`src/rtl/tohp_pkg.sv`:
```
// Shared types, sizes and helper functions for the clock-offset histogram block.
// No dependencies. The front end, the command queue and the back end import it.
package tohp_pkg;

    localparam int NUM_SERVERS       = 8;
    localparam int GROUPS_PER_SERVER = 14;
    localparam int HIST_BINS         = 128;
    localparam int COUNT_WIDTH       = 32;

    localparam int SERVER_W = 3;
    localparam int GROUP_W  = 4;
    localparam int CLOCK_W  = 7;
    localparam int BIN_W    = 7;
    localparam int PEAK_W   = 32;
    localparam int ACTION_W = 2;

    localparam int NUM_ROWS = NUM_SERVERS * GROUPS_PER_SERVER;
    localparam int ROW_W    = (NUM_ROWS > 1) ? $clog2(NUM_ROWS) : 1;
    localparam int ADDR_W   = ROW_W + BIN_W;
    localparam int DEPTH    = NUM_ROWS * HIST_BINS;

    localparam int Q_DEPTH = 4;
    localparam int Q_PTR_W = $clog2(Q_DEPTH);
    localparam int Q_CNT_W = $clog2(Q_DEPTH + 1);

    // Action codes of the input item
    localparam logic [ACTION_W-1:0] ACT_HIT   = 2'd0;
    localparam logic [ACTION_W-1:0] ACT_QUERY = 2'd1;
    localparam logic [ACTION_W-1:0] ACT_CLEAR = 2'd2;

    typedef logic [COUNT_WIDTH-1:0] count_t;

    typedef enum logic [1:0] {
        CMD_HIT,
        CMD_QUERY,
        CMD_CLEAR
    } cmd_kind_t;

    typedef struct packed {
        cmd_kind_t           kind;
        logic                grp_ok;
        logic [ROW_W-1:0]    row;
        logic [BIN_W-1:0]    bin;
        logic [SERVER_W-1:0] server;
        logic [GROUP_W-1:0]  group;
    } cmd_t;

    typedef struct packed {
        logic empty;
        logic full;
    } q_stat_t;

    typedef enum logic [1:0] {
        ST_CLEAR,
        ST_RUN,
        ST_SCAN,
        ST_EMIT
    } back_state_t;

    function automatic logic group_ok(input logic [SERVER_W-1:0] server,
                                      input logic [GROUP_W-1:0] group);
        return (int'(server) < NUM_SERVERS) && (int'(group) < GROUPS_PER_SERVER);
    endfunction

    function automatic logic [ROW_W-1:0] row_index(input logic [SERVER_W-1:0] server,
                                                   input logic [GROUP_W-1:0] group);
        int r;
        r = int'(server) * GROUPS_PER_SERVER + int'(group);
        return ROW_W'(r);
    endfunction

    // Saturating increment
    function automatic count_t sat_inc(input count_t c);
        return (c == '1) ? c : c + COUNT_WIDTH'(1);
    endfunction

    // Clip a count to the 32-bit result field
    function automatic logic [PEAK_W-1:0] peak_clip(input count_t c);
        logic [63:0] wide;
        wide = 64'(c);
        return (wide > 64'h0000_0000_FFFF_FFFF) ? '1 : wide[PEAK_W-1:0];
    endfunction

endpackage

```
`src/rtl/tohp_front.sv`:
```
// Front end: accepts items, classifies them and pushes commands into the queue.
// Depends on tohp_pkg.
module tohp_front
    import tohp_pkg::*;
(
    input  logic                hit_valid,
    output logic                hit_stall,
    input  logic [ACTION_W-1:0] action,
    input  logic [SERVER_W-1:0] server,
    input  logic [GROUP_W-1:0]  group,
    input  logic [CLOCK_W-1:0]  event_clock_low,
    input  logic [CLOCK_W-1:0]  chip_clock,
    input  q_stat_t             qstat,
    input  logic                clearing,
    output logic                push,
    output cmd_t                push_cmd
);

    logic keep;

    assign hit_stall = qstat.full || clearing;

    always_comb
    begin
        push_cmd.kind   = CMD_HIT;
        push_cmd.grp_ok = group_ok(server, group);
        push_cmd.row    = row_index(server, group);
        push_cmd.bin    = BIN_W'(event_clock_low - chip_clock);
        push_cmd.server = server;
        push_cmd.group  = group;
        keep            = 1'b0;
        case (action)
            ACT_HIT:
            begin
                // drop hits on groups that do not exist
                push_cmd.kind = CMD_HIT;
                keep          = push_cmd.grp_ok;
            end
            ACT_QUERY:
            begin
                push_cmd.kind = CMD_QUERY;
                keep          = 1'b1;
            end
            ACT_CLEAR:
            begin
                push_cmd.kind = CMD_CLEAR;
                keep          = 1'b1;
            end
            default:
            begin
                keep = 1'b0;
            end
        endcase
    end

    assign push = hit_valid && !hit_stall && keep;

endmodule

```
`config.mk`:
```
export PLATFORM = sky130hd
export DESIGN_NAME = tohp_front
export DESIGN_NICKNAME = d
export VERILOG_FILES = /design/src/rtl/tohp_pkg.sv /design/src/rtl/tohp_front.sv
export SDC_FILE = /design/constraint.sdc
export NUM_CORES = 1
export LEC_CHECK = 0
export ABC_AREA = 1
export BUFFER_PORTS_ARGS = -buffer_cell sky130_fd_sc_hd__buf_2
export CORE_UTILIZATION = 45
export DETAILED_ROUTE_END_ITERATION = 10
export PLACE_DENSITY = 0.94
export SYNTH_ARGS = -nofsm -noshare
export SYNTH_HDL_FRONTEND = slang
export SYNTH_SLANG_ARGS = --single-unit
```
`constraint.sdc`:
```
create_clock -name vclk -period 5.35
set_clock_uncertainty 0.05 [all_clocks]
set_input_delay 0.2675 -clock vclk [all_inputs]
set_output_delay 0.2675 -clock vclk [all_outputs]
set_load 0.005 [all_outputs]
```
# Word level (Yosys, flattened, before mapping)
# Cells that the tools add are included.
[op_classes] n_addsub=2 multipliers=1 n_lt_le_gt_ge=1 n_eq_ne=2 mux=2 reduce_logical=6
[op_table] operator="$add 7x4->7" n=1
[op_table] operator="$sub 7x7->7" n=1
[op_table] operator="$mul 3x3->6 const B" n=1
[op_table] operator="$lt 4x4->1 const B" n=1
[op_table] operator="$pmux 2 s2" n=1
[op_table] operator="$eq 2x1->1 const B" n=1
[op_table] operator="$eq 2x2->1 const B" n=1
[op_table] operator="$logic_and 1x1->1" n=2
[op_table] operator="$logic_not 2->1" n=1
[op_table] operator="$pmux 1 s2" n=1
[op_table] operator="$reduce_or 2->1" n=1
[op_table] operator="$logic_not 1->1" n=1
[op_table] operator="$logic_or 1x1->1" n=1
[word_totals] regBits=0 inputBits=27 out_inout_bits=26 word_cells=14

# Depth between registers and ports, before layout
# Gate-level depths: netlist (run 1).
[logic_depth] word_depth=4 depth_mapped=11 mapped_depth_nobuf=11

# Worst setup path after synthesis (run 1)
# OpenSTA, ideal clock, no wires.
[synth_path] path_type="in2out" start="input port server[0]" end="output port push_cmd[19] (netlist bit)" arrival_ps=1777 required_time_ps=5033 setup_slack_ps=3255 stages=6 path_buffers=0 cell_sequence="fa_1 ha_1 inv_1 fa_1 a21oi_1 xnor2_1"
[synth_lines] element="start, declared" line="tohp_front.sv:9" rtl="input logic [SERVER_W-1:0] server,"
[synth_lines] element="end, declared" line="tohp_front.sv:16" rtl="output cmd_t push_cmd"

==> results of run 1 <==
cells in the mapped netlist:
cell and number:
inv_1 32, xnor2_1 4, xor2_1 2, nand3_1 10, inv_2 1, nor2_2 1
ha_1 18, a21oi_1 5, fa_1 5, nor3_1 1, nand4_1 1, buf_4 8
nand2_1 33, nor2_1 4, nand2_2 1, nand3_2 1
final timing paths:
| kind | startpoint | to | slack [ns] | cells after the start |
|---|---|---|---|---|
| setup / recovery | server[0] | push_cmd[19] | 2.87 | 8 |
| hold / removal | group[0] | push_cmd[14] | 0.49 | 0 |
through the flow:
step / power, µW / instances / hold slack, ns
2_1_floorplan: 75.2 / 127 / 0.560
3_3_place_gp: 113 / 192 / 0.485
3_5_place_dp: 120 / 192 / 0.485
4_1_cts: 120 / 192 / 0.485
5_1_grt: 135 / 192 / 0.485
6_report: 120 / 192 / 0.485
power by group through the flow:
stage	Combinational, µW	Clock (µW)	Sequential [µW]
2_1_floorplan	75.2	0	0
3_3_place_gp	113	0	0
3_5_place_dp	120	0	0
4_1_cts	120	0	0
5_1_grt	135	0	0
6_report	120	0	0
logic make-up after synthesis:
group / after synthesis / synth area share
AO/OA/AOI/OAI: 5 / 0.0309
adder cells (fa/ha/maj): 23 / 0.402
AND/OR/NAND/NOR: 52 / 0.275
buffers and inverters: 41 / 0.227
XOR/XNOR: 6 / 0.0649
worst max-delay path, cell delays in order:
cell and delay (ns):
buf_2 0.14, fa_1 0.56, ha_1 0.19, inv_1 0.07, fa_1 0.50, a21oi_1 0.18
xnor2_1 0.13, buf_2 0.13
routing by layer:
metal  global-route usage  wire (µm)
met3                    0         91
met4                    0          0
met5                    0          0
met2                0.391        963
met1                0.213        766
final cells by class:
class,count,area [µm²],share of cell area
multi-input combinational,86,626,0.611
tap,24,30.0,0.0293
timing repair buffer,49,245,0.239
inverter,33,124,0.121
==> key figures, run 1 <==
Routing
  – Drt total wl: 1.82 mm
  – Routed wire per std cell: 9.48 µm
  – Routed vias: 864
  – Detail Route Antenna Nets: 0
  – DRT iter0 DRCs: 23
  – DRT Pass-1 Iters: 4
  – Drt via density: 4.50
  – Residual DRC: 0

STA
  – Pins Over Slew Limit: 0
  – Worst-margin pin slew: 0.226 ns
  – Total Neg Setup Slack: 0 ns
  – Min Tclk post-route: 2.48 ns
  – Setup Viol. Count Final: 0
  – RSZ-0062 raised after global routing: false
  – Tcrit/Tclk final: 0.464
  – Worst Setup Slack, final: 2.87 ns
  – Fmax: 403 MHz
  – Hold Vio Cnt, Final: 0
  – Max-Slew Margin vs Limit: 0.849

Power and ir drop
  – Cell Pwr Density: 117 nW/µm²
  – Worst vdd ir: 0.0000656 V
  – Comb pwr share: 1.000
  – Int Power: 56.1 µW
  – Net Sw Frac: 0.531
  – Sequential share of power: 0
  – Switching pwr: 63.4 µW
  – P_leak: 0.000687 µW
  – Clock share of power: 0

Logic synthesis
  – Yosys warning count: 0
  – Synthesized net count: 177
  – Mean post-synth cell area: 6.37 µm²
  – Synth Instances: 127
  – Sequential fraction of the synthesis area: 0
  – Post-synth top area cell: ha_1
  – Top cell type's share of synthesized area: 0.278
  – Post-synth cell types: 16
  – Post-synthesis cell area: 810 µm²
  – Leading post-synthesis cells by cell area: ha_1 (28%), nand2_1 (15%), inv_1 (15%)

Min path
  – Worst min path class: primary input to output port

Finish
  – Leading cell types in the layout, fill and taps excluded: buf_2 (49), nand2_1 (33), inv_1 (32)
  – Core Util, Final: 0.643
  – CLK BUF: 0
  – Final nets: 220
  – FF+latch count: 0
  – Design area: 1020 µm²
  – ANT cells: 0
  – Layout area overhead: 26.6%
  – Most common library cell in the layout ignoring fill and taps: buf_2
  – Layout cell share with drive strength beyond 1: 0.315
  – Register Area: 0 µm²
  – # fillers: 149

Place
  – RD Place Congestion: 0.849
  – DPL Wire Length: 1.66 mm
  – Port Buffer Count: 49
  – Place WS: 2.86 ns
  – Cell Area, Placed: 1020 µm²

Clock tree
  – Cts hold-fix bufs: 0
  – Post-CTS Resized: 0
  – Post-CTS setup buffer count: 0

Global route
  – Gr usage total: 0.184
  – Initial antenna violation count: 0
  – Vias in the first global route: 752
  – First-pass GRT wire length: 2.85 mm
  – Grt ovf: 0
  – Largest net degree at the start of global routing: 7

Critical path
  – Worst setup SP type: primary input
  – Crit path kind: primary input to output port
  – Worst Path Required: 5.03 ns
  – CP Capture Type: output port
  – Worst-path fanout max: 5
  – Worst EP arrival: 2.17 ns

Die
  – Number of I/O pins: 53
  – Initial Util: 0.508
  – Core ar.: 1590 µm²
  – Die footprint: 1970 µm²
  – Die W: 44.4 µm
  – Cell Rows: 14
  – Die Ht: 44.4 µm

Flow run
  – Max-cap violations: 0

Outcome
  – Status: finished, final reports clean
(Power assumes the default switching activity.)
==> run 2, diff against run 1 <==
--- a/config.mk
+++ b/config.mk
@@ -5,11 +5,11 @@
 export SDC_FILE = /design/constraint.sdc
 export NUM_CORES = 1
 export LEC_CHECK = 0
-export ABC_AREA = 1
+export ABC_AREA = 0
 export BUFFER_PORTS_ARGS = -buffer_cell sky130_fd_sc_hd__buf_2
-export CORE_UTILIZATION = 45
+export CORE_UTILIZATION = 40
 export DETAILED_ROUTE_END_ITERATION = 10
-export PLACE_DENSITY = 0.94
+export PLACE_DENSITY = 0.9
 export SYNTH_ARGS = -nofsm -noshare
 export SYNTH_HDL_FRONTEND = slang
 export SYNTH_SLANG_ARGS = --single-unit
==> constraint.sdc (replaced) <==
create_clock -name vclk -period 2
set_clock_uncertainty 0.05 [all_clocks]
set_input_delay 0.1 -clock vclk [all_inputs]
set_output_delay 0.1 -clock vclk [all_outputs]
set_load 0.005 [all_outputs]
==> run 2 against run 1 <==
Compared with the run above: the flow now finishes with violations (negative setup slack); setup slack got worse by 3.2 ns; final area grew 12%; cell count is 8.9% lower; critical path type unchanged; critical endpoint is now push_cmd[20].
==> key figures, run 2 <==
Place
  – RD Place Congestion: 0.805 (-5.1%)
  – DPL Wire Length: 1.63 mm (-1.4%)
  – Port Buffer Count: 49 (unchanged)

Routing
  – Residual DRC: 0 (unchanged)
  – Routed vias: 858 (-0.69%)
  – Detail Route Antenna Nets: 0 (unchanged)
  – Routed wire per std cell: 11.0 µm (+16%)
  – DRT iter0 DRCs: 6 (-74%)
  – DRT Pass-1 Iters: 2 (-2)
  – Drt total wl: 1.92 mm (+5.4%)
  – Drt via density: 4.90 (+9.0%)

Min path
  – HP Start: group[0]
  – Worst min path class: primary input to output port

Finish
  – Leading cell types in the layout, fill and taps excluded: buf_2 (48), ha_1 (17), inv_1 (16)
  – CLK BUF: 0 (unchanged)
  – Final nets: 202 (-8.2%)
  – # fillers: 153 (+2.7%)
  – Most common library cell in the layout ignoring fill and taps: buf_2
  – Layout area overhead: 47.1%
  – Register Area: 0 µm² (unchanged)
  – Layout cell share with drive strength beyond 1: 0.487 (+0.171)
  – FF+latch count: 0 (unchanged)
  – ANT cells: 0 (unchanged)
  – Core Util, Final: 0.644 (+0.00135)

STA
  – Worst-margin pin slew: 0.274 ns (+0.0471 ns)
  – Max-Slew Margin vs Limit: 0.817 (-0.0317)
  – Setup Viol. Count Final: 3 (+3)
  – Worst Setup Slack, final: -0.299 ns (-3.17 ns)
  – Pins Over Slew Limit: 0 (unchanged)
  – Min Tclk post-route: 2.30 ns
  – RSZ-0062 raised after global routing: true
  – Hold Vio Cnt, Final: 0 (unchanged)
  – Fmax: 435 MHz
  – Tcrit/Tclk final: 1.15

Logic synthesis
  – Leading post-synthesis cells by cell area: ha_1 (29%), fa_1 (13%), inv_1 (8.2%)
  – Sequential fraction of the synthesis area: 0 (unchanged)
  – Post-synth cell types: 30 (+14)
  – Synthesized net count: 148 (-16%)
  – Post-synthesis cell area: 781 µm² (-3.6%)
  – Top cell type's share of synthesized area: 0.288 (+0.0103)
  – Synth Instances: 98 (-23%)
  – Yosys warning count: 0 (unchanged)
  – Post-synth top area cell: ha_1
  – Post-synth top cells: ha_1 (18), inv_1 (17), buf_4 (8)
  – Top-count cell post-synth: ha_1
  – Mean post-synth cell area: 7.97 µm² (+25%)

Critical path
  – Worst EP arrival: 2.15 ns (-0.02 ns)
  – CP Capture Type: output port
  – Critical path origin: server[0]
  – Worst setup SP type: primary input
  – Crit path kind: primary input to output port
  – Worst Path Required: 1.85 ns (-3.18 ns)
  – Worst-path fanout max: 3 (-2)

Power and ir drop
  – Cell Pwr Density: 362 nW/µm² (+210%)
  – Worst vdd ir: 0.000233 V (+260%)
  – P_leak: 0.000644 µW (-6.2%)
  – Final Power: 415 µW (+250%)

Outcome
  – Status: finished with violations
  – Failing checks: negative setup slack

Global route
  – Gr usage total: 0.175 (-0.00915)
  – Vias in the first global route: 773 (+2.8%)
  – Grt ovf: 0 (unchanged)
  – First-pass GRT wire length: 2.77 mm (-2.7%)
  – Initial antenna violation count: 0 (unchanged)
  – Largest net degree at the start of global routing: 6 (-1)

Die
  – Core ar.: 1780 µm² (+12%)
  – Number of I/O pins: 53 (unchanged)
  – Die Ht: 46.2 µm (+4.0%)
  – Die W: 46.2 µm (+4.0%)
  – Initial Util: 0.438 (-0.0700)
  – Die footprint: 2130 µm² (+8.1%)
  – Cell Rows: 15 (+1)

Clock tree
  – Cts hold-fix bufs: 0 (unchanged)

Flow run
  – Max-cap violations: 0 (unchanged)
-- run 2: cell type report --
cell class         instances  area [µm²]  area share
multi-input cells         73         716       0.623
repair buffers            60         338       0.294
inverters                 17        63.8      0.0556
well taps                 25        31.3      0.0272
-- run 2: logic make-up after synthesis --
family	after synthesis	share of synthesized area
AO/OA/AOI/OAI	20	0.181
adder cells (fa/ha/maj)	23	0.417
buffers and inverters	25	0.159
XOR/XNOR	7	0.0785
AND/OR/NAND/NOR	23	0.165
-- run 2: worst max-delay path: stages --
cell     delay (ns)
buf_6          0.10
fa_1           0.54
ha_2           0.20
inv_2          0.04
fa_2           0.45
nor3_4         0.16
o22ai_1        0.11
a221o_1        0.30
buf_2          0.14
-- run 2: report_power, final --
part,total [µW],internal (µW),switching (µW),leakage [µW]
Clock,0,0,0,0
Combinational,415,215,201,0.000644
Sequential,0,0,0,0
-- run 2: through the flow --
step	cell area (µm²)	setup TNS (ns)	hold slack, ns	setup WS (ns)	std cells
final	1150	-0.498	0.150	-0.299	175
after global routing	1150	-0.648	0.150	-0.341	175
after CTS	1130	-0.457	0.150	-0.281	175
after detailed placement	1090	-0.521	0.150	-0.320	175
after global placement	1090	-0.316	0.150	-0.239	175
after floorplan	788	0	0.225	0.0104	98
-- run 2: worst paths after layout --
check	cells after the start	to
worst max-delay path	9	push_cmd[20]
worst min-delay path	0	push_cmd[14]
-- run 2: routing by layer --
layer / vias up / global-route usage / routed length [µm]
met5: - / 0 / 0
met4: 0 / 0.0353 / 12
met3: 2 / 0.0118 / 100
met2: 38 / 0.414 / 1090
met1: 386 / 0.144 / 715
li1: 432 / - / -
-- run 2: what timing repair did --
item / in CTS / in global routing
resized for setup: 10 / 3
setup buffers: 0 / 0
pin swaps: 2 / 1
endpoints found under the setup margin: 3 / 3
==> run 3, diff against run 2 <==
--- a/config.mk
+++ b/config.mk
@@ -5,9 +5,9 @@
 export SDC_FILE = /design/constraint.sdc
 export NUM_CORES = 1
 export LEC_CHECK = 0
-export ABC_AREA = 0
-export BUFFER_PORTS_ARGS = -buffer_cell sky130_fd_sc_hd__buf_2
-export CORE_UTILIZATION = 40
+export ABC_AREA = 1
+export BUFFER_PORTS_ARGS = -buffer_cell sky130_fd_sc_hd__clkbuf_2
+export CORE_UTILIZATION = 41
 export DETAILED_ROUTE_END_ITERATION = 10
 export PLACE_DENSITY = 0.9
 export SYNTH_ARGS = -nofsm -noshare
==> run 3 against run 2 <==
Compared with the run above: the flow still finishes with violations (negative setup slack); setup slack gained 0.29 ns; fmax increased by 14%; sequential share of layout area stayed put; utilization is 3.6 points lower; non-clock buffer count down 8; wire length about the same; critical path depth increased by 1; largest cell class unchanged; largest power group unchanged.
==> key figures, run 3 (same netlist as run 1, synthesis figures left out) <==
Power and ir drop
  – P_leak: 0.000714 µW (+11%)
  – Worst vdd ir: 0.000167 V (-28%)
  – Cell Pwr Density: 319 nW/µm² (-12%)

Min path
  – HP Start: group[0]
  – Worst min path class: primary input to output port
  – WHS Path Cells: 0 (unchanged)
  – Hold worst-path end: push_cmd[0]

Die
  – Cell Rows: 15 (unchanged)
  – Die W: 46.4 µm (+0.55%)
  – Number of I/O pins: 53 (unchanged)
  – Die Ht: 46.4 µm (+0.55%)
  – Core ar.: 1780 µm² (unchanged)
  – Initial Util: 0.454 (+0.0161)
  – Die footprint: 2160 µm² (+1.1%)

Routing
  – DRT iter0 DRCs: 8 (+2)
  – Detail Route Antenna Nets: 0 (unchanged)
  – Routed wire per std cell: 9.80 µm (-11%)
  – Residual DRC: 0 (unchanged)
  – Drt via density: 4.59 (-6.3%)
  – Drt total wl: 1.92 mm (about the same)
  – DRT Pass-1 Iters: 5 (+3)
  – Routed vias: 900 (+4.9%)

Finish
  – # fillers: 169 (+10%)
  – CLK BUF: 0 (unchanged)
  – Most common library cell in the layout ignoring fill and taps: clkbuf_2
  – ANT cells: 0 (unchanged)
  – Core Util, Final: 0.608 (-0.0365)
  – FF+latch count: 0 (unchanged)
  – Leading cell types in the layout, fill and taps excluded: clkbuf_2 (46), nand2_1 (32), inv_1 (31)
  – Register Area: 0 µm² (unchanged)
  – Layout area overhead: 33.8%
  – Final nets: 223 (+10%)
  – Layout cell share with drive strength beyond 1: 0.368 (-0.118)

Critical path
  – Worst EP arrival: 1.86 ns (-0.29 ns)
  – Crit path kind: primary input to output port
  – Worst Path Required: 1.85 ns (about the same)
  – Worst setup SP type: primary input
  – Worst-path fanout max: 3 (unchanged)
  – CP Capture Type: output port

Outcome
  – Failing checks: negative setup slack
  – Status: finished with violations

STA
  – Setup Viol. Count Final: 2 (-1)
  – Min Tclk post-route: 2.01 ns (-0.288 ns)
  – Total Neg Setup Slack: -0.0142 ns (+0.484 ns)
  – Hold Vio Cnt, Final: 0 (unchanged)
  – Tcrit/Tclk final: 1.01 (-0.144)
  – Hold_ws: 0.150 ns (+0.0000790 ns)
  – RSZ-0062 raised after global routing: true
  – Worst Setup Slack, final: -0.0111 ns (+0.288 ns)
  – Fmax: 497 MHz (+14%)
  – Worst-margin pin slew: 0.215 ns (-0.0583 ns)
  – Max-Slew Margin vs Limit: 0.855 (+0.0381)
  – Pins Over Slew Limit: 0 (unchanged)

Flow run
  – Max-cap violations: 0 (unchanged)

Global route
  – Grt ovf: 0 (unchanged)
  – First-pass GRT wire length: 2.99 mm (+8.0%)
  – Gr usage total: 0.183 (+0.00809)
  – Vias in the first global route: 810 (+4.8%)
  – Largest net degree at the start of global routing: 7 (+1)
  – Initial antenna violation count: 0 (unchanged)

Clock tree
  – Cts hold-fix bufs: 0 (unchanged)
  – Post-CTS setup buffer count: 0 (unchanged)

Place
  – RD Place Congestion: 0.818 (+1.5%)
  – DPL Wire Length: 1.77 mm (+8.1%)
  – Port Buffer Count: 49 (unchanged)
-- run 3: cell types whose count changed in the layout (fill, tap and decap cells not counted), sizes merged, moves of 2 or more --
cell	before	now
buf	60	6
clkbuf	0	46
nand2	1	34
inv	17	33
nand3	2	11
nor3	5	1
nor2b	3	0
o21a	3	0
a211oi	2	0
o211ai	2	0
xor2	4	2
-- run 3: final cells by class --
type / count / area (µm²) / share of cell area
Inverter: 33 / 124 / 0.114
Multi-Input combinational cell: 86 / 654 / 0.604
Tap cell: 25 / 31.3 / 0.0289
Timing Repair Buffer: 52 / 274 / 0.253
-- run 3: what timing repair did --
item / CTS / global route
gates resized for setup: 7 / 5
endpoints found under the setup margin: 3 / 3
pin swaps: 4 / 5
-- run 3: power breakdown --
part	total (µW)	internal [µW]	switching, µW	leakage, µW
clock	0	0	0	0
combinational	345	167	178	0.000714
sequential	0	0	0	0
total	345	167	178	0.000714
-- run 3: through the flow --
step	power (µW)	cell area [µm²]	worst slack [ns]	std cells
after detailed placement	326	1050	-0.0929	196
after global routing	392	1080	-0.0764	196
final	345	1080	-0.0111	196
after floorplan	201	810	0.240	127
after global placement	306	1050	-0.0288	196
after CTS	347	1080	-0.0294	196
-- run 3: worst max-delay path by stage --
stage                   end  depth (start not counted)      start  slack [ns]
2_1_floorplan  push_cmd[19]                          6  server[0]        0.24
3_3_place_gp   push_cmd[19]                          8  server[0]       -0.03
3_5_place_dp   push_cmd[19]                          8  server[0]       -0.09
4_1_cts        push_cmd[19]                          8  server[2]       -0.03
5_1_grt        push_cmd[19]                          8  server[0]       -0.08
6_report       push_cmd[20]                         10  server[0]       -0.01
-- run 3: critical path, stage by stage --
cell,delay [ns]
buf_6,0.10
fa_1,0.53
ha_2,0.20
inv_2,0.04
fa_2,0.57
nor2_2,0.06
nand2_1,0.06
nand2_1,0.05
nand2_1,0.05
clkbuf_2,0.11
-- run 3: per-layer routing --
layer | routed length, µm | track usage | up-vias
li1 | - | - | 465
met4 | 12 | 0.0235 | 0
met1 | 725 | 0.188 | 390
met3 | 115 | 0.00784 | 2
met2 | 1070 | 0.394 | 43
met5 | 0 | 0 | -
