**config.mk**
```make
export PLATFORM = sky130hd
export DESIGN_NAME = tohp_fifo
export DESIGN_NICKNAME = d
export VERILOG_FILES = /design/src/rtl/tohp_pkg.sv /design/src/rtl/tohp_fifo.sv
export SDC_FILE = /design/constraint.sdc
export NUM_CORES = 1
export LEC_CHECK = 0
export BUFFER_PORTS_ARGS = -buffer_cell sky130_fd_sc_hd__buf_2
export CORE_MARGIN = 4
export CORE_UTILIZATION = 47
export DETAILED_ROUTE_END_ITERATION = 8
export PLACE_DENSITY = 0.67
export SYNTH_ARGS = -nofsm -noshare
export SYNTH_HDL_FRONTEND = slang
export SYNTH_SLANG_ARGS = --single-unit
```
**constraint.sdc**
```tcl
create_clock -name clk -period 3.9 [get_ports clk]
set_clock_uncertainty 0.1 [all_clocks]
set_input_delay 0.195 -clock clk [delete_from_list [all_inputs] [get_ports clk]]
set_output_delay 0.195 -clock clk [all_outputs]
set_load 0.01 [all_outputs]
```
**src/rtl/tohp_pkg.sv**
```systemverilog
// Shared types, sizes and helper functions for the clock-offset histogram block.
// No dependencies. The front end, the command queue and the back end import it.
package tohp_pkg;

    localparam int NUM_SERVERS       = 8;
    localparam int GROUPS_PER_SERVER = 14;
    localparam int HIST_BINS         = 128;
    localparam int COUNT_WIDTH       = 32;

    localparam int SERVER_W = 3;
    localparam int GROUP_W  = 4;
    localparam int CLOCK_W  = 7;
    localparam int BIN_W    = 7;
    localparam int PEAK_W   = 32;
    localparam int ACTION_W = 2;

    localparam int NUM_ROWS = NUM_SERVERS * GROUPS_PER_SERVER;
    localparam int ROW_W    = (NUM_ROWS > 1) ? $clog2(NUM_ROWS) : 1;
    localparam int ADDR_W   = ROW_W + BIN_W;
    localparam int DEPTH    = NUM_ROWS * HIST_BINS;

    localparam int Q_DEPTH = 4;
    localparam int Q_PTR_W = $clog2(Q_DEPTH);
    localparam int Q_CNT_W = $clog2(Q_DEPTH + 1);

    // Action codes of the input item
    localparam logic [ACTION_W-1:0] ACT_HIT   = 2'd0;
    localparam logic [ACTION_W-1:0] ACT_QUERY = 2'd1;
    localparam logic [ACTION_W-1:0] ACT_CLEAR = 2'd2;

    typedef logic [COUNT_WIDTH-1:0] count_t;

    typedef enum logic [1:0] {
        CMD_HIT,
        CMD_QUERY,
        CMD_CLEAR
    } cmd_kind_t;

    typedef struct packed {
        cmd_kind_t           kind;
        logic                grp_ok;
        logic [ROW_W-1:0]    row;
        logic [BIN_W-1:0]    bin;
        logic [SERVER_W-1:0] server;
        logic [GROUP_W-1:0]  group;
    } cmd_t;

    typedef struct packed {
        logic empty;
        logic full;
    } q_stat_t;

    typedef enum logic [1:0] {
        ST_CLEAR,
        ST_RUN,
        ST_SCAN,
        ST_EMIT
    } back_state_t;

    function automatic logic group_ok(input logic [SERVER_W-1:0] server,
                                      input logic [GROUP_W-1:0] group);
        return (int'(server) < NUM_SERVERS) && (int'(group) < GROUPS_PER_SERVER);
    endfunction

    function automatic logic [ROW_W-1:0] row_index(input logic [SERVER_W-1:0] server,
                                                   input logic [GROUP_W-1:0] group);
        int r;
        r = int'(server) * GROUPS_PER_SERVER + int'(group);
        return ROW_W'(r);
    endfunction

    // Saturating increment
    function automatic count_t sat_inc(input count_t c);
        return (c == '1) ? c : c + COUNT_WIDTH'(1);
    endfunction

    // Clip a count to the 32-bit result field
    function automatic logic [PEAK_W-1:0] peak_clip(input count_t c);
        logic [63:0] wide;
        wide = 64'(c);
        return (wide > 64'h0000_0000_FFFF_FFFF) ? '1 : wide[PEAK_W-1:0];
    endfunction

endpackage

```
**src/rtl/tohp_fifo.sv**
```systemverilog
// Short command queue between the front end and the back end.
// Depends on tohp_pkg.
module tohp_fifo
    import tohp_pkg::*;
(
    input  logic    clk,
    input  logic    rst_n,
    input  logic    push,
    input  cmd_t    push_cmd,
    input  logic    pop,
    output cmd_t    head,
    output q_stat_t qstat
);

    cmd_t               slot_reg [Q_DEPTH];
    logic [Q_PTR_W-1:0] wr_ptr_reg;
    logic [Q_PTR_W-1:0] wr_ptr_next;
    logic [Q_PTR_W-1:0] rd_ptr_reg;
    logic [Q_PTR_W-1:0] rd_ptr_next;
    logic [Q_CNT_W-1:0] count_reg;
    logic [Q_CNT_W-1:0] count_next;

    assign qstat.empty = (count_reg == '0);
    assign qstat.full  = (count_reg == Q_CNT_W'(Q_DEPTH));
    assign head        = slot_reg[rd_ptr_reg];

    always_comb
    begin
        wr_ptr_next = push ? wr_ptr_reg + Q_PTR_W'(1) : wr_ptr_reg;
        rd_ptr_next = pop ? rd_ptr_reg + Q_PTR_W'(1) : rd_ptr_reg;
        count_next  = count_reg;
        if (push && !pop)
        begin
            count_next = count_reg + Q_CNT_W'(1);
        end
        else if (pop && !push)
        begin
            count_next = count_reg - Q_CNT_W'(1);
        end
    end

    always_ff @(posedge clk or negedge rst_n)
    begin
        if (!rst_n)
        begin
            wr_ptr_reg <= '0;
            rd_ptr_reg <= '0;
            count_reg  <= '0;
        end
        else
        begin
            wr_ptr_reg <= wr_ptr_next;
            rd_ptr_reg <= rd_ptr_next;
            count_reg  <= count_next;
        end
    end

    always_ff @(posedge clk)
    begin
        if (push)
        begin
            slot_reg[wr_ptr_reg] <= push_cmd;
        end
    end

`ifndef ASSERT_OFF
    a_no_pop_empty: assert property (@(posedge clk) disable iff (!rst_n)
        !(pop && qstat.empty))
        else $error("queue popped while empty");

    a_no_push_full: assert property (@(posedge clk) disable iff (!rst_n)
        !(push && qstat.full && !pop))
        else $error("queue pushed while full");

    a_count_bound: assert property (@(posedge clk) disable iff (!rst_n)
        count_reg <= Q_CNT_W'(Q_DEPTH))
        else $error("queue count beyond depth");
`endif

endmodule

```
Word level (Yosys, flattened, before mapping)
Memory sizes are Yosys's and may differ from the RTL's.
Index checks and enable logic that the tools add are counted.
{"block": "op_classes", "n_addsub": 4, "eq_ne": 1, "n_mux": 4, "n_reduce_logical": 6}
{"op": "$mux 3", "count": 2}
{"op": "$add 2x1->2 const B", "count": 2}
{"op": "$add 3x1->3 const B", "count": 1}
{"op": "$eq 3x3->1 const B", "count": 1}
{"op": "$logic_not 3->1", "count": 1}
{"op": "$sub 3x1->3 const B", "count": 1}
{"op": "$logic_and 1x1->1", "count": 2}
{"op": "$logic_not 1->1", "count": 2}
{"op": "$mux 1", "count": 2}
{"op": "$reduce_bool 2->1", "count": 1}
{"block": "word_totals", "ff_bits": 7, "ramBits": 96, "inputBits": 28, "output_inout_bits": 26, "elab_cells": 19, "n_memories": 1}
{"name": "slot_reg", "depth": 4, "width": 24, "rd": 1, "rd_ports_with_merged_regs": 0, "wr": 1, "line_no": "tohp_fifo.sv:15", "text": "cmd_t slot_reg [Q_DEPTH];"}

Longest topological paths before layout
Gate-level depths: netlist of the first run.
{"block": "logic_depth", "ltp_word": 4, "mapped_depth": 7, "depth_no_buf": 7}

Least setup slack after synthesis of the first run
Ideal clock, no wire load.
{"block": "synth_path", "path_kind": "reg2reg", "from": "reg wr_ptr_reg[0]", "to": "mem slot_reg[0][0] in the netlist's numbering (enable)", "t_arrival_ns": 1.231, "t_required_ns": 3.417, "slack_ns": 2.186, "stages_incl_launch_ff": 4, "n_path_buf": 0, "period_less_slack_ns": 1.714, "cell_sequence": "dfrtp_1 -> inv_1 -> ha_1 -> and2_1"}
{"item": "from (decl)", "line_no": "tohp_fifo.sv:16", "text": "logic [Q_PTR_W-1:0] wr_ptr_reg;"}
{"item": "from (signal assigned)", "line_no": "tohp_fifo.sv:52", "text": "wr_ptr_reg <= wr_ptr_next;"}
{"item": "to (decl)", "line_no": "tohp_fifo.sv:15"}
No word-level cell before the write port.

==> reports/qor.yml, run 1 <==
outcome: "completed"
finish.utilization: 0.600
initial_utilization: 0.495
gr-usage-all-layers: 0.143
share_clk_of_total_power: 0.217
cts_tree: "done"
p_leak_uw: 0.00170
final.period_utilization: 0.611
maxCapViolations: 0
hold_path_class: "in -> reg"
worstReg2RegStart: "wr_ptr_reg[0]$_DFFE_PN0P_"
worst_setup_path_class: "reg -> out"
worst_pin_slew_ps: 1130
number_of_flip_flops_in_the_largest_register: 96
finalNonFillerCells: 355
critPathMaxFanout: 26
routed_wirelength_um: 6370
worstSetupStartpointType: "flop"
dp.cells: 313
dieArea_mm2: 0.00982
fin_nets: 282
grt_first_pass_wirelength_um: 10500
grt_antenna_before_repair: 0
layout_common_cells: "edfxtp_1, buf_2, dlygate4sd3_1"
pwr-share-seq: 0.520
finalHoldViolCount: 0
fillerInstances: 550
syn-num-nets: 194
die_y_um: 99.1
dr.pass1.iters: 4
syn_to_final_growth_pct: 21.2
clockRootBuffer: "clkbuf_8"
power.switching_uw: 897
worst_ir_drop_vdd_uv: 473
syn_avg_cell_area_um2: 24.4
number_of_clock_sinks_seen_by_cts: 103
sw_frac_of_total: 0.284
drcViolationCount: 0
setup_viol_count_final: 0
crit_slowest_cell: "dfrtp_2"
pin_count: 54
worst_path_dominant_cell_family: "flip-flops"
most_common_cell_after_layout_fill_and_taps_aside: "edfxtp_1"
numPortBuffers: 53
fraction_of_power_consumed_by_combinational_cells: 0.263
std_cell_rows: 32
maxSlewHeadroom: 0.245
detailedRoute.firstIterationViolations: 56
min_period_ps: 2380
drive_above_1_share: 0.356
count_of_cells_resized_by_post_cts_repair: 0
clkSlewWorstSetupHoldPaths_ps: 80
clock.fmax_ghz: 0.420
fp.coreArea_mm2: 0.00789
synth-seq-cells: 103
grt_setup_unrepaired: "no"
yosysUniqueCellTypes: 19
intPower_uw: 2260
h_tree_levels: 3
slowest_delay_ps: 920
post_drt_wl_per_cell_um: 17.9
fin_total_pwr_uw: 3160
synth.yosys.seq_area_share: 0.784
antenna_cells: 0
cp_num_buf_inv: 1
finalMaxSlewViolations: 0
grt_start_max_net_pins: 27
setup.worst_path.start: "rd_ptr_reg[0]$_DFFE_PN0P_"
synth_area_mm2: 0.00390
remaining_antenna_violation_count_after_routing: 0
clk-insertion-delay-late_ps: 350
grt.overflow.total: 0
via_count_of_the_first_global_routing_pass: 2041
die-width_um: 99.1
place_congestion: 0.684
syn-instance-count: 160
ys.warnings.count: 0
timing.hold.worst.start: "push"
vias: 1794
timing.critical_path.to_type: "output pin"
routed_via_density: 5.05
worst_path_arrival_ps: 2090
numCtsBuffers: 9
worst-endpoint-required_ps: 3610
final.setup.tns_ps: 0
clock_path_buffers: 2
worstPathCellList: "mux4_1, buf_2"
power-per-cell-area_mw_per_mm2: 669
hpwlAfterDp_um: 3810
==> cell usage after synthesis (all sizes together) <==
master | instances | area share
and2 | 4 | 0.0064
nand2 | 2 | 0.0019
edfxtp | 96 | 0.74
fa | 1 | 0.0051
o21ai | 1 | 0.0013
ha | 5 | 0.016
mux4 | 24 | 0.14
dfrtp | 7 | 0.045
mux2 | 1 | 0.0029
nor3b | 1 | 0.0019
xor2 | 4 | 0.0090
xnor2 | 2 | 0.0045
nor2 | 1 | 0.00096
nor3 | 1 | 0.0013
inv | 4 | 0.0038
buf | 6 | 0.017
==> cell families (layout without fill, tap and decap cells) <==
logic type                 count (synthesis)  count (layout)  synth area share
buffers and inverters                     10             103            0.0208
muxes                                     25              25             0.147
AOI/OAI and AO/OA                          1               1           0.00128
adders and majority gates                  6               6            0.0212
and+or+nand+nor                            9               9            0.0125
xor gates and xnor gates                   6               6            0.0135
DFF                                      103             103             0.784
==> path summary, 6_finish.rpt <==
path | end | slack (ps) | cells past startpoint
setup / recovery | head[21] | 1520 | 2
hold / removal | wr_ptr_reg[0]$_DFFE_PN0P_ | 20 | 2
setup reg to reg | slot_reg[0][10]$_DFFE_PP_ | 2330 | 4
hold reg to reg | count_reg[2]$_DFFE_PN0P_ | 390 | 1
max in group asynchronous | rd_ptr_reg[0]$_DFFE_PN0P_ | 3410 | 2
min in group asynchronous | wr_ptr_reg[0]$_DFFE_PN0P_ | 110 | 2
==> per-layer routing <==
metal,vias up,track usage,wire length [um]
met3,10,0.0316,247
li1,833,-,-
met5,-,0,0
met4,0,0.0599,121
met1,904,0.176,2610
met2,47,0.245,3390
==> area by class of cell <==
class	count	area (um2)	share of cell area
flip-flops and latches	103	3060	0.647
clock buffers	9	124	0.0262
well taps	102	128	0.0270
multi-input cells	47	763	0.161
repair buffers	83	556	0.117
clock inverters	7	85.1	0.0180
inverters	4	15.0	0.00317
==> worst reg2reg max path, stage by stage (launching register included) <==
cell	delay [ps]
dfrtp_1	440
inv_1	100
ha_1	150
and2_1	120
buf_4	330
==> what timing repair did <==
item / in CTS / in global routing
setup buffers: 0 / 0
hold buffers: 26 / 0
hold endpoints to repair: 104 / 0
==> power by group through the flow <==
stage	Sequential, uW	Clock [uW]	Combinational, uW
CTS	1660	700	855
global route	1680	757	907
detailed placement	1680	0	834
global placement	1670	0	817
finish	1650	685	831
floorplan	1530	0	695
==> per-stage QoR <==
step	setup slack [ps]	cell area (um2)	hold slack, ps
floorplan	2190	3900	-201
global placement	1850	4260	-61.6
detailed placement	1820	4260	-57.9
CTS	1430	4730	8.96
global route	1330	4730	25.5
finish	1520	4730	24.4
Power figures use the tool's default switching activity.
==> run 2: changes to the inputs <==
==> constraint.sdc (replaced) <==
create_clock -name clk -period 2.2 [get_ports clk]
set_clock_uncertainty 0.1 [all_clocks]
set_input_delay 0.11 -clock clk [delete_from_list [all_inputs] [get_ports clk]]
set_output_delay 0.11 -clock clk [all_outputs]
set_load 0.01 [all_outputs]
==> run 2 against run 1 <==
- combinational power up 110%
- clock power up 55%
- non-clock buffer count up 10
- register-to-register slack worse by 1800 ps
- largest power group unchanged
==> reports/qor.yml, run 2 (same netlist as run 1, synthesis figures left out) <==
worst_ir_drop_vdd_uv: 414  # was 473 uV
h_tree_levels: 3  # unchanged
via_count_of_the_first_global_routing_pass: 1967  # was 2,041
maxCapViolations: 0  # unchanged
min_period_ps: 2040
fin_nets: 292  # was 282
grt_start_max_net_pins: 19  # was 27
grt_first_pass_wirelength_um: 10400  # was 10,500 um
detailedRoute.firstIterationViolations: 61  # was 56
maxSlewHeadroom: 0.688  # was 0.245
drcViolationCount: 0  # unchanged
gr-usage-all-layers: 0.144  # was 0.143
clockRootBuffer: "clkbuf_8"  # unchanged
fillerInstances: 560  # was 550
final.period_utilization: 0.925
post_drt_wl_per_cell_um: 17.5  # was 17.9 um
drive_above_1_share: 0.376  # was 0.356
finalMaxSlewViolations: 0  # unchanged
antenna_cells: 0  # unchanged
worst_pin_slew_ps: 467  # was 1130 ps
numCtsBuffers: 9  # unchanged
routed_wirelength_um: 6380  # was 6370 um
clk-insertion-delay-late_ps: 360  # was 350 ps
placed_area_mm2: 0.00436  # was 0.00426 mm2
vias: 1843  # was 1,794
worst_path_arrival_ps: 1830  # was 2090 ps
syn_to_final_growth_pct: 23.5  # was 21.2%
power-per-cell-area_mw_per_mm2: 1160  # was 669 mW/mm2
number_of_flip_flops_in_the_largest_register: 96  # unchanged
final.setup.tns_ps: 0  # unchanged
worst-endpoint-required_ps: 1990  # was 3610 ps
place_congestion: 0.667  # was 0.684
post-route-cell-area_mm2: 0.00482  # was 0.00473 mm2
worstSetupStartpointType: "flop"  # unchanged
die-width_um: 99.1  # unchanged
remaining_antenna_violation_count_after_routing: 0  # unchanged
hold_path_class: "in -> reg"  # unchanged
std_cell_rows: 32  # unchanged
clkSlewWorstSetupHoldPaths_ps: 100  # was 80 ps
critPathMaxFanout: 14  # was 26
routed_via_density: 5.05  # about the same
grt_setup_unrepaired: "no"  # unchanged
initial_utilization: 0.495  # unchanged
timing.reg2reg.setup_slack_ps: 490  # was 2330 ps
timing.critical_path.to_type: "output pin"  # unchanged
p_leak_uw: 0.00174  # was 0.00170 uW
fp.coreArea_mm2: 0.00789  # unchanged
layout_common_cells: "edfxtp_1, buf_2, dlygate4sd3_1"  # unchanged
clock_path_buffers: 2  # unchanged
worst_setup_path_class: "reg -> out"  # unchanged
dr.pass1.iters: 4  # unchanged
cts_tree: "done"  # unchanged
die_y_um: 99.1  # unchanged
hpwlAfterDp_um: 4290  # was 3810 um
grt_antenna_before_repair: 0  # unchanged
outcome: "completed"  # unchanged
setup_viol_count_final: 0  # unchanged
grt.overflow.total: 0  # unchanged
dieArea_mm2: 0.00982  # unchanged
clock.fmax_ghz: 0.491
number_of_clock_sinks_seen_by_cts: 103  # unchanged
numPortBuffers: 53  # unchanged
finalHoldViolCount: 0  # unchanged
pin_count: 54  # unchanged
most_common_cell_after_layout_fill_and_taps_aside: "edfxtp_1"  # unchanged
==> run 2: worst max-delay path: stages, from the launching register on <==
cell and delay (ps):
dfrtp_4 570, buf_12 210, mux4_2 520, buf_2 160
==> run 2: metal layers <==
metal / GRT usage / vias up / wire length [um] / part of all wire
li1: - / 855 / - / -
met1: 0.171 / 932 / 2660 / 0.42
met2: 0.243 / 49 / 3310 / 0.52
met3: 0.0596 / 7 / 346 / 0.054
met4: 0.0378 / 0 / 67 / 0.010
met5: 0 / - / 0 / 0
==> run 2: repair_timing <==
| item | in CTS | in global routing |
|---|---|---|
| hold buffers | 28 | 0 |
| buffers inserted | 0 | 0 |
| endpoints found under the hold margin | 107 | 0 |
| gates resized for setup | 0 | 1 |
| endpoints found under the setup margin | 0 | 3 |
==> run 2: final timing paths <==
kind,endpoint,cells past startpoint,start
worst max register to register,slot_reg[1][3]$_DFFE_PP_,4,wr_ptr_reg[1]$_DFFE_PN0P_
min in group asynchronous,count_reg[1]$_DFFE_PN0P_,3,rst_n
worst min register to register,count_reg[2]$_DFFE_PN0P_,1,count_reg[2]$_DFFE_PN0P_
worst max-delay path,head[0],3,rd_ptr_reg[0]$_DFFE_PN0P_
max in group asynchronous,rd_ptr_reg[0]$_DFFE_PN0P_,3,rst_n
worst min-delay path,slot_reg[0][19]$_DFFE_PP_,2,push_cmd[19]
==> run 2: report_power, final <==
part           switching [uW]  leakage (uW)  internal (uW)
clock                     628     0.0000912            430
combinational             848      0.000689            923
sequential                178      0.000963           2580
==> run 2: area by class of cell <==
type / count / area (um2) / area share
sequential: 103 / 3060 / 0.635
multi-input combinational: 47 / 763 / 0.158
timing repair buffer: 93 / 673 / 0.140
clock buffer: 10 / 128 / 0.0265
tap: 102 / 128 / 0.0265
clock inverter: 6 / 50.0 / 0.0104
inverter: 4 / 15.0 / 0.00312
==> run 2: stage by stage <==
stage               setup WS [ps]  std cells  hold WS [ps]  utilization  power, uW
floorplan                     486        160          -286            -       3940
global placement              455        321          -144        0.553       4560
detailed placement            456        321          -141        0.553       4590
CTS                          40.7        365           369        0.611       5690
global route                 46.1        365           360        0.611       5930
finish                        165        365           382        0.611       5590
==> run 3: changes to the inputs <==
--- a/config.mk
+++ b/config.mk
@@ -5,6 +5,7 @@
 export SDC_FILE = /design/constraint.sdc
 export NUM_CORES = 1
 export LEC_CHECK = 0
+export ABC_AREA = 1
 export BUFFER_PORTS_ARGS = -buffer_cell sky130_fd_sc_hd__buf_2
 export CORE_MARGIN = 4
 export CORE_UTILIZATION = 47
==> run 3 against run 2 <==
- combinational power grew 30%
- synthesized cell count is 110% higher
- sequential share of layout area shrank 4.2 points
- synthesized area increased by 11%
- die area is 9.9% higher
- first-iteration DRC count grew 80%
- hold slack improved by 15 ps
==> reports/qor.yml, run 3 <==
count_of_cells_resized_by_post_cts_repair: 0  # unchanged
numCtsBuffers: 9  # unchanged
post-synth-top-count-cell: "edfxtp_1"  # unchanged
clock.fmax_ghz: 0.516  # was 0.491 GHz
clock_path_buffers: 2  # unchanged
hold_path_class: "in -> reg"  # unchanged
worstSetupStartpointType: "flop"  # unchanged
place_congestion: 0.703  # was 0.667
worst_setup_path_endpoint: "head[8]"  # was head[0]
synth_async_sr_flop_share: 0.0680  # unchanged
grt_first_pass_wirelength_um: 13300  # was 10,400 um
syn-instance-count: 328  # was 160
h_tree_levels: 3  # unchanged
slowest_delay_ps: 630  # was 570 ps
setup_viol_count_final: 0  # unchanged
via_count_of_the_first_global_routing_pass: 2573  # was 1,967
worstReg2RegStart: "wr_ptr_reg[0]$_DFFE_PN0P_"  # was wr_ptr_reg[1]$_DFFE_PN0P_
fin_nets: 446  # was 292
detailedRoute.firstIterationViolations: 110  # was 61
die_y_um: 104  # was 99.1 um
synth_commonest_cells: "edfxtp_1, nand2_1, inv_1"  # was edfxtp_1, mux4_2, dfrtp_1
worst_path_arrival_ps: 1730  # was 1830 ps
min_period_ps: 1940  # was 2040 ps
power-per-cell-area_mw_per_mm2: 1190  # was 1160 mW/mm2
cp.depth: 5  # was 3
finalNonFillerCells: 525  # was 365
p_leak_uw: 0.00216  # was 0.00174 uW
maxSlewHeadroom: 0.554  # was 0.688
worstPathCellList: "buf_4, nand2_1, o211ai_1, nand2_1, buf_2"  # was buf_12, mux4_2, buf_2
worst_pin_slew_ps: 669  # was 467 ps
clk-insertion-delay-late_ps: 340  # was 360 ps
ys.warnings.count: 0  # unchanged
grt.overflow.total: 0  # unchanged
cts_tree: "done"  # unchanged
layout_common_cells: "edfxtp_1, nand2_1, inv_1"  # was edfxtp_1, buf_2, dlygate4sd3_1
routed_via_density: 4.93  # was 5.05
dp.cells: 481  # was 321
final.period_utilization: 0.881  # was 0.925
most_common_cell_after_layout_fill_and_taps_aside: "edfxtp_1"  # unchanged
syn_to_final_growth_pct: 19.4  # was 23.5%
grt_start_max_net_pins: 50  # was 19
gr-usage-all-layers: 0.156  # was 0.144
numPortBuffers: 53  # unchanged
post-route-cell-area_mm2: 0.00516  # was 0.00482 mm2
timing.hold.worst.start: "push_cmd[2]"  # was push_cmd[19]
initial_utilization: 0.489  # was 0.495
yosysUniqueCellTypes: 18  # was 19
number_of_clock_sinks_seen_by_cts: 103  # unchanged
grt_antenna_before_repair: 0  # unchanged
timing.critical_path.to_type: "output pin"  # unchanged
layout.area.seq_mm2: 0.00306  # unchanged
worst_path_dominant_cell_family: "flip-flops"  # unchanged
synth.top_cells.by_area: "edfxtp_1, nand2_1, o211ai_2"  # was edfxtp_1, mux4_2, dfrtp_1
timing.reg2reg.setup_slack_ps: 560  # was 490 ps
r2r_cells: 5  # was 4
whs_ps: 397  # was 382 ps
drcViolationCount: 0  # unchanged
finalMaxSlewViolations: 0  # unchanged
worst_ir_drop_vdd_uv: 820  # was 414 uV
hpwlAfterDp_um: 5030  # was 4290 um
edff_count_synth: 96  # unchanged
antenna_cells: 0  # unchanged
crit_slowest_cell: "dfrtp_4"  # unchanged
top_cell_type_s_share_of_synthesized_area: 0.667  # was 0.739
remaining_antenna_violation_count_after_routing: 0  # unchanged
worst_r2r_endpoint: "slot_reg[0][20]$_DFFE_PP_"  # was slot_reg[1][3]$_DFFE_PP_
drive_above_1_share: 0.233  # was 0.376
syn-num-nets: 362  # was 194
fp.coreArea_mm2: 0.00885  # was 0.00789 mm2
cp_num_buf_inv: 2  # unchanged
clockRootBuffer: "clkbuf_8"  # unchanged
final.setup.tns_ps: 0  # unchanged
synth_area_mm2: 0.00432  # was 0.00390 mm2
dieArea_mm2: 0.0108  # was 0.00982 mm2
crit_path_frequent_cell: "nand2_1"
placed_area_mm2: 0.00471  # was 0.00436 mm2
pin_count: 54  # unchanged
grt_setup_unrepaired: "no"  # unchanged
postLayoutSetupSlackWorst_ps: 263  # was 165 ps
post_drt_wl_per_cell_um: 15.1  # was 17.5 um
synth.yosys.seq_area_share: 0.707  # was 0.784
outcome: "completed"  # unchanged
worst-endpoint-required_ps: 1990  # about the same
clkSlewWorstSetupHoldPaths_ps: 100  # about the same
routed_wirelength_um: 7910  # was 6380 um
synth-main-ff-cell: "edfxtp_1"  # unchanged
fillerInstances: 706  # was 560
finalHoldViolCount: 0  # unchanged
synth_top_area_cell: "edfxtp_1"  # unchanged
die-width_um: 104  # was 99.1 um
synth-seq-cells: 103  # unchanged
std_cell_rows: 34  # was 32
number_of_flip_flops_in_the_largest_register: 96  # unchanged
setup.worst_path.start: "rd_ptr_reg[0]$_DFFE_PN0P_"  # unchanged
maxCapViolations: 0  # unchanged
placement.setup.worst_slack_ps: 552  # was 456 ps
critPathMaxFanout: 26  # was 14
worst_setup_path_class: "reg -> out"  # unchanged
syn_avg_cell_area_um2: 13.2  # was 24.4 um2
vias: 2586  # was 1,843
dr.pass1.iters: 4  # unchanged
multi_input_logic_area_um2: 918  # was 763 um2
==> run 3: logic make-up (layout without fill, tap and decap cells) <==
logic type / after synthesis / after routing / synth area share
and+or+nand+nor: 89 / 89 / 0.0787
xor gates and xnor gates: 4 / 4 / 0.00811
DFF: 103 / 103 / 0.707
AOI/OAI and AO/OA: 49 / 49 / 0.107
buffers and inverters: 77 / 166 / 0.0802
adders and majority gates: 6 / 6 / 0.0191
==> run 3: worst min-delay path by stage <==
stage / to / slack (ps) / cells after the start
3_5_place_dp: count_reg[2]$_DFFE_PN0P_ / -150 / 1
3_3_place_gp: count_reg[2]$_DFFE_PN0P_ / -150 / 1
2_1_floorplan: count_reg[0]$_DFFE_PN0P_ / -290 / 0
5_1_grt: slot_reg[3][2]$_DFFE_PP_ / 390 / 2
4_1_cts: slot_reg[0][7]$_DFFE_PP_ / 380 / 2
6_report: slot_reg[3][2]$_DFFE_PP_ / 400 / 2
==> run 3: where the power goes <==
group / switching, uW / internal [uW] / leakage, uW
Sequential: 217 / 2580 / 0.000964
Combinational: 1420 / 886 / 0.00111
Clock: 625 / 412 / 0.0000851
Total: 2260 / 3880 / 0.00216
==> run 3: area by class of cell <==
type / instances / share of cell area
clock buffers: 9 / 0.0240
clock inverters: 7 / 0.00897
inverters: 60 / 0.0436
multi-input cells: 148 / 0.178
flip-flops and latches: 103 / 0.593
well taps: 108 / 0.0262
repair buffers: 90 / 0.126
==> run 3: per-stage QoR <==
stage | util | total power, uW
after global routing | 0.583 | 6580
final | 0.583 | 6140
after CTS | 0.583 | 6220
after detailed placement | 0.532 | 5150
after global placement | 0.532 | 5070
after floorplan | - | 4390
==> run 3: per-layer routing <==
| metal | global-route usage | part of all wire | vias up |
|---|---|---|---|
| met1 | 0.205 | 0.45 | 1236 |
| met2 | 0.259 | 0.50 | 63 |
| met4 | 0.0399 | 0.0080 | 0 |
| met3 | 0.0428 | 0.041 | 6 |
| li1 | - | - | 1281 |
| met5 | 0 | 0 | - |
==> run 3: worst register-to-register path: cells and delay by family (launching register included) <==
kind / cells / cell delay, ps
AND/OR/NAND/NOR: 1 / 50
flip-flops: 1 / 440
buffers and inverters: 3 / 630
adder cells (fa/ha/maj): 1 / 140
==> run 3: what timing repair did <==
| action | in CTS | in global routing |
|---|---|---|
| hold endpoints to repair | 107 | 0 |
| setup buffers | 0 | 0 |
| hold buffers | 28 | 0 |
